### src/rtl/core/crc8fr_pkg.sv
// ----------------------------------------------------------------------------
// crc8fr_pkg
// Shared types, constants and the CRC-8 byte update for the packet receiver.
// ----------------------------------------------------------------------------
`timescale 1ns / 1ps
`default_nettype none

package crc8fr_pkg;

  localparam int NumChannels       = 10;
  localparam int ChW               = $clog2(NumChannels);
  localparam int PayloadLenDefault = 10;
  localparam int QueueDepth        = 2;

  localparam int ByteW    = 8;
  localparam int CfgIdxW  = 1;
  localparam int CfgDataW = 8;

  // Register indexes of the configuration port
  localparam logic [CfgIdxW-1:0] RegStartMarker = 1'b0;
  localparam logic [CfgIdxW-1:0] RegStopMarker  = 1'b1;

  localparam logic [ByteW-1:0] StartMarkerRst = 8'hFF;
  localparam logic [ByteW-1:0] StopMarkerRst  = 8'hFE;

  // Held values after reset: lower half centered low, upper half high
  localparam logic [ByteW-1:0] HeldLowRst  = 8'd90;
  localparam logic [ByteW-1:0] HeldHighRst = 8'd180;
  localparam int               HeldSplit   = 5;

  // Reflected form of polynomial 0x31
  localparam logic [ByteW-1:0] CrcPoly = 8'h8C;

  // Output stream packing
  localparam int MDataW = 16;
  localparam int AngleLsb = ChW;

  // One report request from the front end to the reporter
  typedef struct packed {
    logic                                  bad;
    logic [NumChannels-1:0][ByteW-1:0]     payload;
  } cmd_t;

  function automatic logic [ByteW-1:0] crc8_update(input logic [ByteW-1:0] crc,
                                                   input logic [ByteW-1:0] b);
    logic [ByteW-1:0] c;
    c = crc ^ b;
    for (int k = 0; k < 8; k++) begin
      c = c[0] ? ((c >> 1) ^ CrcPoly) : (c >> 1);
    end
    return c;
  endfunction

endpackage

`default_nettype wire

### src/rtl/core/crc8fr_front.sv
// ----------------------------------------------------------------------------
// crc8fr_front
// Frame parser: hunts the start byte, captures payload and check byte, runs
// the CRC, and queues a report request on the stop byte.
// ----------------------------------------------------------------------------
`timescale 1ns / 1ps
`default_nettype none

module crc8fr_front #(
  parameter int PAYLOAD_LEN = crc8fr_pkg::PayloadLenDefault
) (
  input  wire                                 clk_i,
  input  wire                                 rst_ni,
  input  wire                                 cfg_we_i,
  input  wire  [crc8fr_pkg::CfgIdxW-1:0]      cfg_idx_i,
  input  wire  [crc8fr_pkg::CfgDataW-1:0]     cfg_data_i,
  input  wire                                 byte_valid_i,
  input  wire  [crc8fr_pkg::ByteW-1:0]        byte_i,
  output logic                                byte_ready_o,
  input  wire                                 full_i,
  output logic                                push_o,
  output crc8fr_pkg::cmd_t                    cmd_o
);

  localparam int CntW     = $clog2(PAYLOAD_LEN + 1);
  localparam int StoreLen = (PAYLOAD_LEN < crc8fr_pkg::NumChannels) ?
                            PAYLOAD_LEN : crc8fr_pkg::NumChannels;

  typedef enum logic [2:0] {
    StHunt    = 3'b001,
    StCapture = 3'b010,
    StWait    = 3'b100
  } state_e;

  state_e                                state_q, state_d;
  logic [CntW-1:0]                       cnt_q, cnt_d;
  logic [crc8fr_pkg::ByteW-1:0]          crc_q, crc_d;
  logic [crc8fr_pkg::ByteW-1:0]          start_q, stop_q;
  logic [crc8fr_pkg::ByteW-1:0]          check_q;
  logic [crc8fr_pkg::NumChannels-1:0][crc8fr_pkg::ByteW-1:0] payload_q;
  logic                                  accept;
  logic                                  in_payload;

  assign byte_ready_o = !full_i;
  assign accept       = byte_valid_i && byte_ready_o;
  assign in_payload   = (cnt_q < CntW'(PAYLOAD_LEN));

  always_comb begin
    state_d = state_q;
    cnt_d   = cnt_q;
    crc_d   = crc_q;
    push_o  = 1'b0;
    if (accept) begin
      case (state_q)
        StCapture: begin
          if (in_payload) begin
            crc_d = crc8fr_pkg::crc8_update(crc_q, byte_i);
            cnt_d = cnt_q + CntW'(1);
          end else begin
            state_d = StWait;
            cnt_d   = '0;
          end
        end
        StWait: begin
          if (byte_i == stop_q) begin
            push_o  = 1'b1;
            state_d = StHunt;
            cnt_d   = '0;
            crc_d   = '0;
          end
        end
        default: begin
          state_d = StHunt;
          if (byte_i == start_q) begin
            state_d = StCapture;
            cnt_d   = '0;
            crc_d   = '0;
          end
        end
      endcase
    end
  end

  assign cmd_o.bad     = (crc_q != check_q);
  assign cmd_o.payload = payload_q;

  always_ff @(posedge clk_i or negedge rst_ni) begin
    if (!rst_ni) begin
      state_q <= StHunt;
      cnt_q   <= '0;
      crc_q   <= '0;
      start_q <= crc8fr_pkg::StartMarkerRst;
      stop_q  <= crc8fr_pkg::StopMarkerRst;
    end else begin
      state_q <= state_d;
      cnt_q   <= cnt_d;
      crc_q   <= crc_d;
      if (cfg_we_i) begin
        case (cfg_idx_i)
          crc8fr_pkg::RegStartMarker: start_q <= cfg_data_i;
          crc8fr_pkg::RegStopMarker:  stop_q  <= cfg_data_i;
          default: ;
        endcase
      end
    end
  end

  // Payload and check byte: no reset, always written before a report reads them
  always_ff @(posedge clk_i) begin
    if (accept && (state_q == StCapture)) begin
      if (cnt_q < CntW'(StoreLen)) begin
        payload_q[crc8fr_pkg::ChW'(cnt_q)] <= byte_i;
      end
      if (!in_payload) begin
        check_q <= byte_i;
      end
    end
  end

endmodule

`default_nettype wire

### src/rtl/core/crc8fr_fifo.sv
// ----------------------------------------------------------------------------
// crc8fr_fifo
// Short queue of report requests between the parser and the reporter.
// ----------------------------------------------------------------------------
`timescale 1ns / 1ps
`default_nettype none

module crc8fr_fifo #(
  parameter int DEPTH = crc8fr_pkg::QueueDepth
) (
  input  wire                    clk_i,
  input  wire                    rst_ni,
  input  wire                    push_i,
  input  wire crc8fr_pkg::cmd_t  wdata_i,
  input  wire                    pop_i,
  output crc8fr_pkg::cmd_t       rdata_o,
  output logic                   full_o,
  output logic                   empty_o
);

  localparam int PtrW = (DEPTH > 1) ? $clog2(DEPTH) : 1;
  localparam int CntW = $clog2(DEPTH + 1);

  crc8fr_pkg::cmd_t  mem_q [DEPTH];
  logic [PtrW-1:0]   wr_ptr_q, rd_ptr_q;
  logic [CntW-1:0]   cnt_q;
  logic              do_push, do_pop;

  assign full_o  = (cnt_q == CntW'(DEPTH));
  assign empty_o = (cnt_q == '0);
  assign do_push = push_i && !full_o;
  assign do_pop  = pop_i && !empty_o;
  assign rdata_o = mem_q[rd_ptr_q];

  function automatic logic [PtrW-1:0] ptr_next(input logic [PtrW-1:0] p);
    return (p == PtrW'(DEPTH - 1)) ? '0 : p + PtrW'(1);
  endfunction

  always_ff @(posedge clk_i or negedge rst_ni) begin
    if (!rst_ni) begin
      wr_ptr_q <= '0;
      rd_ptr_q <= '0;
      cnt_q    <= '0;
    end else begin
      if (do_push) wr_ptr_q <= ptr_next(wr_ptr_q);
      if (do_pop)  rd_ptr_q <= ptr_next(rd_ptr_q);
      if (do_push && !do_pop)      cnt_q <= cnt_q + CntW'(1);
      else if (do_pop && !do_push) cnt_q <= cnt_q - CntW'(1);
    end
  end

  always_ff @(posedge clk_i) begin
    if (do_push) mem_q[wr_ptr_q] <= wdata_i;
  end

endmodule

`default_nettype wire

### src/rtl/core/crc8fr_back.sv
// ----------------------------------------------------------------------------
// crc8fr_back
// Reporter: walks the channels of one report request, one word per cycle
// while the output is not stalled, and keeps the held value of every channel.
// ----------------------------------------------------------------------------
`timescale 1ns / 1ps
`default_nettype none

module crc8fr_back #(
  parameter int PAYLOAD_LEN = crc8fr_pkg::PayloadLenDefault
) (
  input  wire                              clk_i,
  input  wire                              rst_ni,
  input  wire crc8fr_pkg::cmd_t            cmd_i,
  input  wire                              empty_i,
  output logic                             pop_o,
  output logic                             out_valid_o,
  input  wire                              out_ready_i,
  output logic [crc8fr_pkg::ChW-1:0]       out_channel_o,
  output logic [crc8fr_pkg::ByteW-1:0]     out_angle_o,
  output logic                             out_bad_o,
  output logic                             out_last_o
);

  localparam int ChW     = crc8fr_pkg::ChW;
  localparam int RptLen  = (PAYLOAD_LEN < crc8fr_pkg::NumChannels) ?
                           PAYLOAD_LEN : crc8fr_pkg::NumChannels;
  localparam logic [ChW-1:0] LastCh = ChW'(crc8fr_pkg::NumChannels - 1);

  typedef enum logic [1:0] {
    StIdle = 2'b01,
    StRun  = 2'b10
  } state_e;

  state_e                                 state_q, state_d;
  logic [ChW-1:0]                         ch_q, ch_d;
  logic [crc8fr_pkg::NumChannels-1:0][crc8fr_pkg::ByteW-1:0] held_q;
  logic                                   out_free;
  logic                                   emit;
  logic [crc8fr_pkg::ByteW-1:0]           value;

  assign out_free = !out_valid_o || out_ready_i;
  assign emit     = (state_q == StRun) && out_free;
  assign value    = (!cmd_i.bad && (ch_q < ChW'(RptLen))) ? cmd_i.payload[ch_q]
                                                          : held_q[ch_q];
  assign pop_o    = emit && (ch_q == LastCh);

  always_comb begin
    state_d = state_q;
    ch_d    = ch_q;
    case (state_q)
      StIdle: begin
        if (!empty_i) begin
          state_d = StRun;
          ch_d    = '0;
        end
      end
      StRun: begin
        if (emit) begin
          if (ch_q == LastCh) state_d = StIdle;
          else                ch_d    = ch_q + ChW'(1);
        end
      end
      default: state_d = StIdle;
    endcase
  end

  always_ff @(posedge clk_i or negedge rst_ni) begin
    if (!rst_ni) begin
      state_q     <= StIdle;
      ch_q        <= '0;
      out_valid_o <= 1'b0;
      for (int i = 0; i < crc8fr_pkg::NumChannels; i++) begin
        held_q[i] <= (i < crc8fr_pkg::HeldSplit) ? crc8fr_pkg::HeldLowRst
                                                 : crc8fr_pkg::HeldHighRst;
      end
    end else begin
      state_q <= state_d;
      ch_q    <= ch_d;
      if (out_free) out_valid_o <= emit;
      if (emit)     held_q[ch_q] <= value;
    end
  end

  always_ff @(posedge clk_i) begin
    if (emit) begin
      out_channel_o <= ch_q;
      out_angle_o   <= value;
      out_bad_o     <= cmd_i.bad;
      out_last_o    <= (ch_q == LastCh);
    end
  end

endmodule

`default_nettype wire

### src/rtl/core/crc8_framed_packet_receiver.sv
// Framed packet receiver with CRC-8 check. Each serial byte is one input
// word. Bytes are dropped until the start marker; then PAYLOAD_LEN payload
// bytes and one check byte are captured whatever their values, and bytes are
// dropped again until the stop marker. The payload CRC (reflected polynomial
// 0x31, init 0) is compared with the check byte, and the stop byte releases a
// report of ten words, channels 0 to 9, one word per cycle from the reporter's
// output register while the sink does not stall. A good packet reports and
// keeps the new values; a bad one reports the held values with crc_bad set.
// The queue between parser and reporter holds two reports, the one being
// walked and one behind it; the input stalls while both places are taken.
// Markers are to be written by the user through the plain configuration port
// only while the block is idle; the block itself does not enforce it.
// ----------------------------------------------------------------------------
// crc8_framed_packet_receiver
// Top level: parser front end, report queue and reporter back end.
// ----------------------------------------------------------------------------
`timescale 1ns / 1ps
`default_nettype none

module crc8_framed_packet_receiver #(
  parameter int PAYLOAD_LEN = crc8fr_pkg::PayloadLenDefault
) (
  input  wire                               clk_i,
  input  wire                               rst_ni,
  // Configuration: index 0 start marker, index 1 stop marker
  input  wire                               cfg_we_i,
  input  wire  [crc8fr_pkg::CfgIdxW-1:0]    cfg_idx_i,
  input  wire  [crc8fr_pkg::CfgDataW-1:0]   cfg_data_i,
  // Received byte stream
  input  wire                               s_axis_tvalid,
  output logic                              s_axis_tready,
  input  wire  [7:0]                        s_axis_tdata,  // [7:0] rx_byte
  // Report stream
  output logic                              m_axis_tvalid,
  input  wire                               m_axis_tready,
  output logic [crc8fr_pkg::MDataW-1:0]     m_axis_tdata,  // [3:0] channel, [11:4] angle
  output logic                              m_axis_tlast,  // last channel of report
  output logic                              m_axis_tuser   // [0] crc_bad
);

  crc8fr_pkg::cmd_t                 push_cmd;
  crc8fr_pkg::cmd_t                 head_cmd;
  logic                             push;
  logic                             pop;
  logic                             q_full;
  logic                             q_empty;
  logic [crc8fr_pkg::ChW-1:0]       out_channel;
  logic [crc8fr_pkg::ByteW-1:0]     out_angle;

  // Parse the byte stream, compute the CRC, queue a report on the stop byte
  crc8fr_front #(
    .PAYLOAD_LEN (PAYLOAD_LEN)
  ) u_front (
    .clk_i        (clk_i),
    .rst_ni       (rst_ni),
    .cfg_we_i     (cfg_we_i),
    .cfg_idx_i    (cfg_idx_i),
    .cfg_data_i   (cfg_data_i),
    .byte_valid_i (s_axis_tvalid),
    .byte_i       (s_axis_tdata),
    .byte_ready_o (s_axis_tready),
    .full_i       (q_full),
    .push_o       (push),
    .cmd_o        (push_cmd)
  );

  // Hold pending reports so the parser keeps taking bytes during a report
  crc8fr_fifo #(
    .DEPTH (crc8fr_pkg::QueueDepth)
  ) u_queue (
    .clk_i   (clk_i),
    .rst_ni  (rst_ni),
    .push_i  (push),
    .wdata_i (push_cmd),
    .pop_i   (pop),
    .rdata_o (head_cmd),
    .full_o  (q_full),
    .empty_o (q_empty)
  );

  // Emit one channel word per cycle unless the sink stalls, and update the held values
  crc8fr_back #(
    .PAYLOAD_LEN (PAYLOAD_LEN)
  ) u_back (
    .clk_i         (clk_i),
    .rst_ni        (rst_ni),
    .cmd_i         (head_cmd),
    .empty_i       (q_empty),
    .pop_o         (pop),
    .out_valid_o   (m_axis_tvalid),
    .out_ready_i   (m_axis_tready),
    .out_channel_o (out_channel),
    .out_angle_o   (out_angle),
    .out_bad_o     (m_axis_tuser),
    .out_last_o    (m_axis_tlast)
  );

  // Pack channel and angle, pad to whole bytes with zeros
  assign m_axis_tdata = {
    (crc8fr_pkg::MDataW - crc8fr_pkg::AngleLsb - crc8fr_pkg::ByteW)'(0),
    out_angle,
    out_channel
  };

endmodule

`default_nettype wire

### config.mk
export PLATFORM = sky130hd
export DESIGN_NAME = crc8_framed_packet_receiver
export DESIGN_NICKNAME = d
export VERILOG_FILES = /design/src/rtl/core/crc8fr_pkg.sv /design/src/rtl/core/crc8fr_front.sv /design/src/rtl/core/crc8fr_fifo.sv /design/src/rtl/core/crc8fr_back.sv /design/src/rtl/core/crc8_framed_packet_receiver.sv
export SDC_FILE = /design/constraint.sdc
export NUM_CORES = 1
export LEC_CHECK = 0
export BUFFER_PORTS_ARGS = -buffer_cell sky130_fd_sc_hd__buf_2
export CAP_MARGIN = 10
export CORE_UTILIZATION = 45
export DETAILED_ROUTE_END_ITERATION = 7
export GPL_TIMING_DRIVEN = 0
export PLACE_DENSITY = 0.6
export SLEW_MARGIN = 20
export SYNTH_ARGS = -nofsm -noshare
export SYNTH_HDL_FRONTEND = slang
export SYNTH_SLANG_ARGS = --single-unit
### constraint.sdc
create_clock -name clk_i -period 11.1 [get_ports clk_i]
set_input_delay 0.555 -clock clk_i [delete_from_list [all_inputs] [get_ports clk_i]]
set_output_delay 0.555 -clock clk_i [all_outputs]
set_load 0.05 [all_outputs]
[Word level (Yosys, flattened, before mapping)]
Memory sizes are Yosys's and may differ from the RTL's.
Cells that the tools add are included.
Cells by class
  reduce and logical (&&, ||, !) cells: 31
  eq/ne operators: 16
  mux-type cells: 48
  $lt $le $gt $ge: 6
  add/subtract/negate cells: 6
  bitwise operators: 11
Operator list (count)
  bitwise mux 80 bit: 2
  2-to-1 mux 8 bit: 16
  binary-select mux 8 bit (select 4 bit): 2
  demux 8 bit (select 4 bit): 2
  2-to-1 mux 4 bit: 6
  NOT 2 -> 3 bit: 8
  == test 8 bit: 2
  case mux 4 bit (2 select lines): 2
  case mux 8 bit (2 select lines): 1
  2-to-1 mux 2 bit: 6
  logical AND 1 bit: 11
  less-than comparator 4 x 5 -> 1 bit, second input constant: 2
  AND reduction 3 bit: 3
  adder 4 x 1 -> 4 bit, second input constant: 2
  >= comparator 4 x 1 -> 1 bit, second input constant: 2
  less-than comparator 4 bit, second input constant: 2
  != test 2 bit, second input constant: 4
  != test 8 bit: 1
  AND reduction 2 bit: 4
  AND reduction 4 bit: 2
  XOR 8 bit: 1
  2-to-1 mux 1 bit: 7
  logical NOT 1 bit: 6
  2-to-1 mux 3 bit: 2
  16 further kinds: 22
Storage, ports and cells
  logic and storage cells: 155
  bits in writable memories: 162
  input bits: 22
  register bits: 224
  output and inout bits: 20
  memories: 1
Memories
  u_queue.mem_q: depth 2, width 81, rd ports 1, clocked after memory_dff 0, write ports 1, line crc8fr_fifo.sv:24  | crc8fr_pkg::cmd_t mem_q [DEPTH];

[Logic depth before layout (Yosys ltp)]
  depth after elaboration: 19
  mapped depth: 11
  depth with buffers taken out: 9

[Hierarchy]
From an unflattened synthesis, not the netlist that was laid out.
Unflattened totals
  cells, all modules: 1056
  area total of the unflattened synthesis: 16544.6 µm²
By module, submodules not included
  crc8fr_fifo: instances 1, cells an instance 271, area an instance 6441.2 µm², sequential area each 4964.8 µm²
  crc8fr_back: instances 1, cells an instance 524, area an instance 5540.3 µm², sequential area each 2648.8 µm²
  crc8fr_front: instances 1, cells an instance 256, area an instance 4529.3 µm², sequential area each 3438.3 µm²
  crc8_framed_packet_receiver: instances 1, cells an instance 5, area an instance 33.8 µm², sequential area each 0.0 µm²

[Worst setup path before layout]
OpenSTA, ideal clock, no wires.
  path type: flip-flop to flip-flop
  from: reg u_queue.cnt_q[0]
  to: mem u_queue.mem_q[0][0] in the netlist's numbering (enable)
  cell stages (with the launch flop): 4
  period minus slack after synthesis: 9.615 ns
  library setup time: 0.720 ns
  required time: 10.380 ns
  data arrival time: 8.895 ns
  path buffers: 0
  slack: 1.485 ns
  cells stage by stage: dfrtp_1 nand2b_1 nand2_1 nor4_1
On the way
  cells in the longest elaborated chain, start to end: 7
RTL lines
  start, declared: line crc8fr_fifo.sv:26  | logic [CntW-1:0] cnt_q;
  start signal, assigned: line crc8fr_fifo.sv:47  | if (do_push && !do_pop) cnt_q <= cnt_q + CntW'(1);
  start signal, assigned: line crc8fr_fifo.sv:48  | else if (do_pop && !do_push) cnt_q <= cnt_q - CntW'(1);
  == test 2 bit *: line crc8fr_fifo.sv:29  | assign full_o = (cnt_q == CntW'(DEPTH));
  logical NOT 1 bit *: line crc8fr_front.sv:44  | assign byte_ready_o = !full_i;
  via s_axis_tready: line crc8_framed_packet_receiver.sv:31  | output logic s_axis_tready,
  logical AND 1 bit: line crc8fr_front.sv:45  | assign accept = byte_valid_i && byte_ready_o;
  2-to-1 mux 1 bit: line crc8fr_front.sv:53  | if (accept) begin
  logical AND 1 bit *: line crc8fr_fifo.sv:31  | assign do_push = push_i && !full_o;
  2-to-1 mux 1 bit *: line crc8fr_fifo.sv:53  | if (do_push) mem_q[wr_ptr_q] <= wdata_i;
  2-to-1 mux 1 bit (implied by the code) *: line crc8fr_fifo.sv:53
  end, declared: line crc8fr_fifo.sv:24
Mark *: on every way through the listed nets, which the timed path passes. The rest lies on a longest branch.

[Worst setup path in the final report]
  from: reg u_back.ch_q[1]
  to: reg u_queue.cnt_q[1]
On the way
  cells in the longest elaborated chain, start to end: 6
  elaborated cells on any way between the ends: 8
  those cells by class: eq/ne (1); mux (1); reduce/logical (6)
RTL lines
  start, declared: line crc8fr_back.sv:36  | logic [ChW-1:0] ch_q, ch_d;
  start signal, assigned: line crc8fr_back.sv:79  | ch_q <= ch_d;
  == test 4 bit *: line crc8fr_back.sv:46  | assign pop_o = emit && (ch_q == LastCh);
  logical AND 1 bit *: line crc8fr_back.sv:46
  logical AND 1 bit *: line crc8fr_fifo.sv:32  | assign do_pop = pop_i && !empty_o;
  logical NOT 1 bit: line crc8fr_fifo.sv:47
  logical AND 1 bit: line crc8fr_fifo.sv:47
  2-to-1 mux 2 bit or nonzero test 2 bit (tied branches)
Every way passes the cells marked *; elsewhere a longest branch is shown, timed or not.
A chain may end at the register's enable or synchronous reset.

==> metrics.cfg <==
[cts]
cts.sinks=386
tritoncts=yes
cts_max_path_buffers=3
path_clk_slew_ns=0.06
cts_made_buffers=41
cts_resized=0
insertion_delay_ns=0.54
root_buffer=clkbuf_16
htreeDepth=2

[placement]
port_buffers=37
dp_hpwl_mm=21.52
place_ws_ns=7.303
place.gp.congestion=0.8029

[critical_path]
crit_path_max_fanout=11
path_cells=buf_2 > inv_1 > buf_2 > ha_1 > nand2_1 > nor2_1 > o21ai_1 > ha_1 > xor2_1 > nor2_1 > xor2_1
endpoint_kind=register
critPathKind=register to register
arrival_ns=3.94
crit_family=simple AND/OR/NAND/NOR gates
path_buf_inv=3
crit_path_max_incr_delay_ns=0.90
r2r_start=u_back.ch_q[1]
critPathLaunchType=register
required_ns=11.56
cpMaxStageDelayCell=nor2_1
critPathLaunch=u_back.ch_q[1]

[timing]
drv_slew=0
setup_ws_ns=7.622
relSlewSlack=0.2248
fmax_ghz=0.2875
min_period_ns=3.478
final.period_utilization=0.3134
hold_viol=0
setup_viol=0
skew_ns=0.01874
worstMarginPinSlew_ns=1.158
rsz0062_at_grt=false
whs_ns=0.2678

[grt]
grt_max_degree=80
grtUsageTotal=0.1896
first_global_vias=8339
grt-ovfl-total=0
antenna_found_initial=1
grt_first_pass_wirelength_mm=50.55

[logic_synthesis]
yosys.area_share.simple=0.04220
netlist_area_um2=15720
syn_area_per_cell_um2=16.61
syn_inst=946
synth_top_family_by_area=multiplexers
synth-seq-cells=386
ys_warn_count=0
synthAdderAreaFrac=0.007803
ys_async_sr_fraction=0.3161
synth-seq-area-share=0.7033
synth_cell_types=49
synth.area.mux_share=0.1510
synth-compound-area-share=0.04562
synth_xor_area_frac=0.02787
synth_ff_type=edfxtp_1
synth_edf_count=264

[status]
status=finished, final reports clean

[die]
rows=68
coreArea_um2=34460
die_h_um=188.9
ios=42
start_util=0.4561
design.die.area_um2=35670
die_x_um=188.9

[route]
vias_per_cell=5.353
firstDrtPassIters=5
ant_nets=0
vias=8206
drc=0
drtIter0Drc=629
wire_per_inst_um=21.24
drt_wl_total_mm=32.56

[flow_run]
cap_violations=0

[hold_path]
worstHoldPathType=input pin to register
hp-start=cfg_data_i[3]

[cells_and_area]
nets=1078
area_growth_pct=13.65
nFillCells=2887
drive_above_1_share=0.3052
antenna_cells=0

[power]
sequentialPowerShare=0.492
leakage_nw=6.449
clockPowerShare=0.389
switching_share=0.2466
fin_total_pwr_mw=3.198
p_int_mw=2.410
power_frac_comb=0.119
powerDensity_nw_per_um2=179.1
p_sw_mw=0.7888
ir_drop_uv=110.6

power groups by stage:
stage | Combinational, mW | Clock (mW) | Sequential [mW]
finish | 0.380 | 1.24 | 1.58
global route | 0.411 | 1.33 | 1.58
CTS | 0.383 | 1.27 | 1.58
floorplan | 0.249 | 0 | 1.60
detailed placement | 0.381 | 0 | 1.60
global placement | 0.377 | 0 | 1.60
placed cells by master, fill, tap and decap left out, types with 8 or more instances in the layout:
| cell type | synthesis | routed |
|---|---|---|
| a22oi_1 | 16 | 16 |
| a21oi_1 | 25 | 25 |
| clkbuf_16 | 0 | 41 |
| o2bb2ai_1 | 9 | 9 |
| mux4_2 | 24 | 24 |
| mux2_2 | 96 | 96 |
| mux2i_1 | 75 | 75 |
| nor2_1 | 23 | 23 |
| and2_1 | 17 | 16 |
| dfstp_2 | 57 | 57 |
| ha_1 | 9 | 9 |
| xnor2_1 | 23 | 23 |
| dfrtp_1 | 65 | 65 |
| o21ai_0 | 13 | 13 |
| buf_4 | 6 | 12 |
| buf_6 | 9 | 9 |
| edfxtp_1 | 264 | 264 |
| nor2b_1 | 8 | 8 |
| nand3_1 | 8 | 8 |
| nand2_1 | 57 | 57 |
| a31oi_1 | 13 | 13 |
| buf_2 | 19 | 64 |
| inv_1 | 12 | 12 |
| xor2_1 | 27 | 27 |
| clkbuf_1 | 12 | 25 |
state kept, by name (all words and copies together), names as in the netlist, 4 cells and up:
| signal | cells |
|---|---|
| u_front.stop_q | 8 |
| u_back.held_q | 80 |
| u_front.cmd_o | 80 |
| u_front.check_q | 8 |
| u_back.out_angle_o | 8 |
| u_front.cnt_q | 4 |
| u_queue.mem_q | 162 |
| u_front.start_q | 8 |
| u_back.out_channel_o | 4 |
| u_front.crc_q | 8 |
| u_back.ch_q | 4 |
routing by layer:
layer / track usage / up-vias / wire, um
met2: 0.3126 / 163 / 15860
met1: 0.2591 / 4209 / 14620
li1: - / 3781 / -
met3: 0.02706 / 53 / 1200
met4: 0.06359 / 0 / 885
met5: 0 / - / 0
cells by family (layout without fill, tap and decap cells):
family                     Yosys count  count (layout)
buffers and inverters               62             191
other                                1               4
and+or+nand+nor                    139             139
adders and majority gates           10              10
muxes                              195             195
xor gates and xnor gates            50              50
AOI/OAI and AO/OA                  103             103
DFF                                386             386
area by class of cell:
type,instances,area [um^2],share of cell area
flip-flops and latches,386,11050,0.6188
multi-input cells,501,4337,0.2428
clock buffers,58,1130,0.06326
well taps,455,569.3,0.03188
repair buffers,55,342.8,0.01920
plain buffers,50,301.5,0.01688
clock inverters,16,82.58,0.004624
inverters,12,45.04,0.002522
through the flow:
step                      cell area [um^2]  TNS [ns]  std cells    util
after floorplan                      15730         0        949       -
after CTS                            17860         0       1533  0.5183
after detailed placement             16640         0       1458  0.4828
after global routing                 17860         0       1533  0.5183
after global placement               16480   -313.98       1441  0.4783
final                                17860         0       1533  0.5183
cell usage after synthesis, types with 3 or more instances:
| cell | n | share of area |
|---|---|---|
| nand2b_1 | 5 | 0.0020 |
| a31oi_1 | 13 | 0.0052 |
| clkbuf_1 | 12 | 0.0029 |
| and3_1 | 7 | 0.0028 |
| nand3_1 | 8 | 0.0025 |
| xor2_1 | 27 | 0.015 |
| dfstp_2 | 57 | 0.095 |
| nor2b_1 | 8 | 0.0032 |
| nand2_1 | 57 | 0.014 |
| inv_1 | 12 | 0.0029 |
| buf_2 | 19 | 0.0061 |
| a2111oi_2 | 6 | 0.0057 |
| dfrtp_1 | 65 | 0.10 |
| xnor2_1 | 23 | 0.013 |
| buf_1 | 4 | 0.00096 |
| nor2_1 | 23 | 0.0055 |
| a22oi_1 | 16 | 0.0076 |
| ha_1 | 9 | 0.0072 |
| mux4_2 | 24 | 0.034 |
| mux2_2 | 96 | 0.069 |
| o21ai_0 | 13 | 0.0041 |
| mux2i_1 | 75 | 0.048 |
| buf_6 | 9 | 0.0064 |
| a21oi_1 | 25 | 0.0080 |
| o21ai_1 | 5 | 0.0016 |
| and2_1 | 17 | 0.0068 |
| o221ai_1 | 3 | 0.0017 |
| o2bb2ai_1 | 9 | 0.0050 |
| nor4_1 | 7 | 0.0028 |
| buf_4 | 6 | 0.0029 |
| edfxtp_1 | 264 | 0.50 |
worst reg2reg max path, delay by kind of cell, from the launching register on:
family | cells | cell delay, ns
AND/OR/NAND/NOR | 3 | 1.15
buffers and inverters | 3 | 0.63
adder cells (fa/ha/maj) | 2 | 0.59
flip-flops | 1 | 0.41
AO/OA/AOI/OAI | 1 | 0.36
XOR/XNOR | 2 | 0.28
what timing repair did:
item,in CTS,in global routing
endpoints found under the hold margin,23,0
setup buffers,0,0
hold buffers,1,0
path summary, 6_finish.rpt:
kind | end | slack, ns | cells past startpoint
max | u_queue.cnt_q[1] | 7.62 | 11
min in group asynchronous | u_back.ch_q[0] | 0.52 | 2
min | u_front.stop_q[3] | 0.27 | 2
min reg2reg | u_queue.mem_q[1][47] | 0.44 | 0
max in group asynchronous | u_back.held_q[52] | 9.83 | 3
max reg2reg | u_queue.cnt_q[1] | 7.62 | 11
Power figures use the tool's default switching activity.
